==> config.mk <==
export PLATFORM = sky130hd
export DESIGN_NAME = dcsf_mac
export DESIGN_NICKNAME = d
export VERILOG_FILES = /design/src/dcsf_mac.sv
export SDC_FILE = /design/constraint.sdc
export NUM_CORES = 1
export LEC_CHECK = 0
export BUFFER_PORTS_ARGS = -buffer_cell sky130_fd_sc_hd__buf_2
export CORE_MARGIN = 2
export CORE_UTILIZATION = 38
export DETAILED_ROUTE_END_ITERATION = 8
export GPL_ROUTABILITY_DRIVEN = 1
export SLEW_MARGIN = 10
export SYNTH_ARGS = -nofsm -noshare
export SYNTH_HDL_FRONTEND = slang
export SYNTH_SLANG_ARGS = --single-unit
==> constraint.sdc <==
create_clock -name aclk -period 10.2 [get_ports aclk]
set_input_delay 0.51 -clock aclk [delete_from_list [all_inputs] [get_ports aclk]]
set_output_delay 0.51 -clock aclk [all_outputs]
set_load 0.01 [all_outputs]
==> src/dcsf_mac.sv <==
// Shared multiply unit: signed 25x18 product, registered.
module dcsf_mac (
    input  logic               aclk,
    input  logic signed [24:0] op_a,
    input  logic signed [17:0] op_b,
    output logic signed [42:0] prod
);
    always_ff @(posedge aclk) begin
        prod <= op_a * op_b;
    end
endmodule

==> results by group <==
Flow run
  • Max-cap violations: 0

Layout
  • Largest register FFs: 43
  • Register name with the most flops: prod
  • Finished Layout Cells: 2480
  • Layout fillers: between 4000 and 5000
  • Final #Nets: around 2500
  • Layout Area Growth over Synthesis: 6.25%
  • Multi-input gate area: 0.0138 mm^2
  • Post-layout util: 40.7%
  • Sequential Area: between 800 and 900 um^2
  • Biggest regs: prod (43)
  • Layout cells sized above 1: 5.41%

Synth
  • Yosys cell types: 49
  • Ys Warns: 0
  • Synth async-reset ratio: 0%
  • Mean Syn Cell Area: 9.05 um^2
  • Post-Synthesis Cells: 1863
  • Top_reg_cell synth: dfxtp_1
  • Sequential fraction of the synthesis area: 5.10%
  • Synthesized net count: 2455
  • Post-synth EDFFs: 0
  • Yosys reg bits: 43
  • Synth Cell Area: 0.0169 mm^2

Clock network
  • Total CTS buffers: 5
  • Post-cts resize count: 0
  • Root Buffer Master: clkbuf_16
  • H-tree depth: 2
  • CTS clk-pin slew, worst paths: 70 ps
  • Count of hold-fix buffers inserted at cts: 0
  • CTS tree: done
  • Clk sinks: 43
  • Setup bufs post-CTS: 0
  • Clock tree buffer depth: 2

Routing
  • Starting DRC count in detailed routing: 653
  • WL/cell: 16.6 um
  • DRC Markers: 0
  • Vias: 11908
  • Pre-antenna DRT Iters: 5
  • Post-Route WL: 41.1 mm
  • Post-DRT Antenna Nets: 0
  • Vias per std cell: between 4 and 5

GRT
  • Met1 track demand over resource: around a quarter
  • Overflow after GRT: 0
  • Initial antenna violation count: 2
  • Overall Global Routing Usage: 18.9%
  • Largest net degree at the start of global routing: 26
  • Global route hottest layer: met2
  • Met3 Use GR: under 10%
  • Vias in the first global route: 13173
  • First-pass GRT wire length: 68.3 mm
  • M2 GR Usage: 33.5%

Setup path
  • CP Class: in2reg
  • Critical Path RT: 10440 ps
  • Crit start category: primary input
  • Critical Path End Type: flip-flop
  • CP arrival: 7300 ps
  • Crit-path max FO: 25

Min path
  • WHS Path Cells: 2
  • Worst Hold End: prod[0]$_DFF_P_
  • HP Class: in2reg
  • Worst hold start: op_a[0]

Timing
  • Slew at the pin closest to its max-slew limit: 1110 ps
  • RSZ-0062 raised after global routing: no
  • Slew HR: 25.2%
  • Final period util: 69.1%
  • Finish-stage setup viols: 0
  • Final WS setup: 3150 ps
  • Fmax: 0.142 GHz
  • Final hold vios: 0
  • Setup tns final: 0 ps
  • Slew Limit Fails: 0
  • Min Tclk post-route: 7050 ps

Placed design
  • HPWL Detailed: 34.5 mm
  • Port buffer count: 86
  • Placer Congestion: 0.824
  • Pre-CTS WS: 2820 ps
  • DP Cell Count: 2470

Floorplan
  • Core ar.: 0.0440 mm^2
  • Initial core utilization: 38.3%
  • Die height: 215 um
  • Rows: 77
  • Die area: approximately 0.046 mm^2
  • Io pins: 87
  • Die W: between 200 and 250 um

Outcome
  • Status: complete, no violations
[worst max-delay path, cell delays in order]
cell and delay, ps:
buf_2 390, nand2_1 180, inv_1 160, fa_1 520, inv_1 190, fa_1 470
fa_1 510, inv_1 50, fa_1 510, fa_1 500, inv_1 50, fa_1 470
inv_1 40, ha_1 370, nand2_1 100, nor3_1 660, and4_1 310, a31o_1 320
o31ai_4 170, o311ai_1 390, a2111oi_1 160, a311oi_1 260
[logic make-up (layout without fill, tap and decap cells)]
logic type	Yosys count	in the layout	synth area share [%]
buf+inv	586	609	13.0
fa+ha+maj	548	548	60.3
simple gates	529	529	14.8
compound gates	122	122	4.99
flops	43	43	5.10
xor+xnor	35	35	1.82
other cells	0	2	0
[how the worst max path moves through the flow]
stage,startpoint,endpoint,slack [ps],depth (start not counted)
floorplan,op_a[9],prod[42]$_DFF_P_,3930,21
global placement,op_b[3],prod[42]$_DFF_P_,2870,22
detailed placement,op_b[3],prod[42]$_DFF_P_,2820,22
CTS,op_b[3],prod[42]$_DFF_P_,3150,22
global route,op_b[3],prod[42]$_DFF_P_,2810,22
finish,op_b[3],prod[42]$_DFF_P_,3150,22
[per-stage QoR]
step / hold WS (ps) / instance area, um^2
finish: 718 / 17900
global route: 740 / 17900
CTS: 697 / 17900
detailed placement: 906 / 17800
global placement: 907 / 17800
floorplan: 632 / 16900
[synth_stat cells, drive strengths merged, types with 3 or more instances]
library cell / instances / share of area, %
ha: 107 / 7.9
nor3: 7 / 0.21
o211ai: 3 / 0.13
o21bai: 5 / 0.22
clkbuf: 70 / 1.6
o21a: 6 / 0.27
o31ai: 3 / 0.22
nand4: 4 / 0.15
dfxtp: 43 / 5.1
a2111oi: 3 / 0.16
nor2b: 6 / 0.22
xor2: 4 / 0.21
a21o: 11 / 0.49
a211oi: 9 / 0.46
a221oi: 3 / 0.19
nand2b: 11 / 0.41
o21ai: 25 / 0.76
xnor2: 31 / 1.6
nand2: 277 / 6.2
and2: 167 / 6.2
fa: 441 / 52
o311ai: 4 / 0.21
a21oi: 31 / 0.92
a31oi: 5 / 0.19
a21boi: 4 / 0.18
nor2: 46 / 1.0
nand3: 5 / 0.15
inv: 515 / 11
[layout by cell type (no fill, tap or decap), drive strengths merged, types with 3 or more instances in the layout]
master	count
xnor2	31
o31ai	3
o21a	6
nor2b	6
nor2	46
o211ai	3
clkbuf	5
a2111oi	3
a221oi	3
a21oi	31
nand3	5
o21ai	25
fa	441
o21bai	5
nor3	7
nand4	4
ha	107
a31oi	5
a21o	11
and2	167
dfxtp	43
nand2b	11
o311ai	4
xor2	4
buf	86
a21boi	4
inv	515
a211oi	9
nand2	277
[routing by layer]
layer | up-vias | part of all wire (%) | wire length [um]
li1 | 5384 | - | -
met1 | 6212 | 41 | 17100
met2 | 257 | 52 | 21500
met3 | 53 | 4.0 | 1640
met4 | 2 | 2.3 | 966
met5 | - | 0.041 | 17
[area by class of cell]
cell class,count,area share [%]
Tap cell,592,4.13
Clock inverter,3,0.112
Timing Repair Buffer,86,2.40
Inverter,515,10.8
Sequential cell,43,4.80
Multi-Input combinational cell,1234,77.0
Antenna cell,2,0.0279
Clock buffer,5,0.698
Power is not shown: default switching activity piles up to over one toggle a cycle in this logic, so the estimate is an artifact.
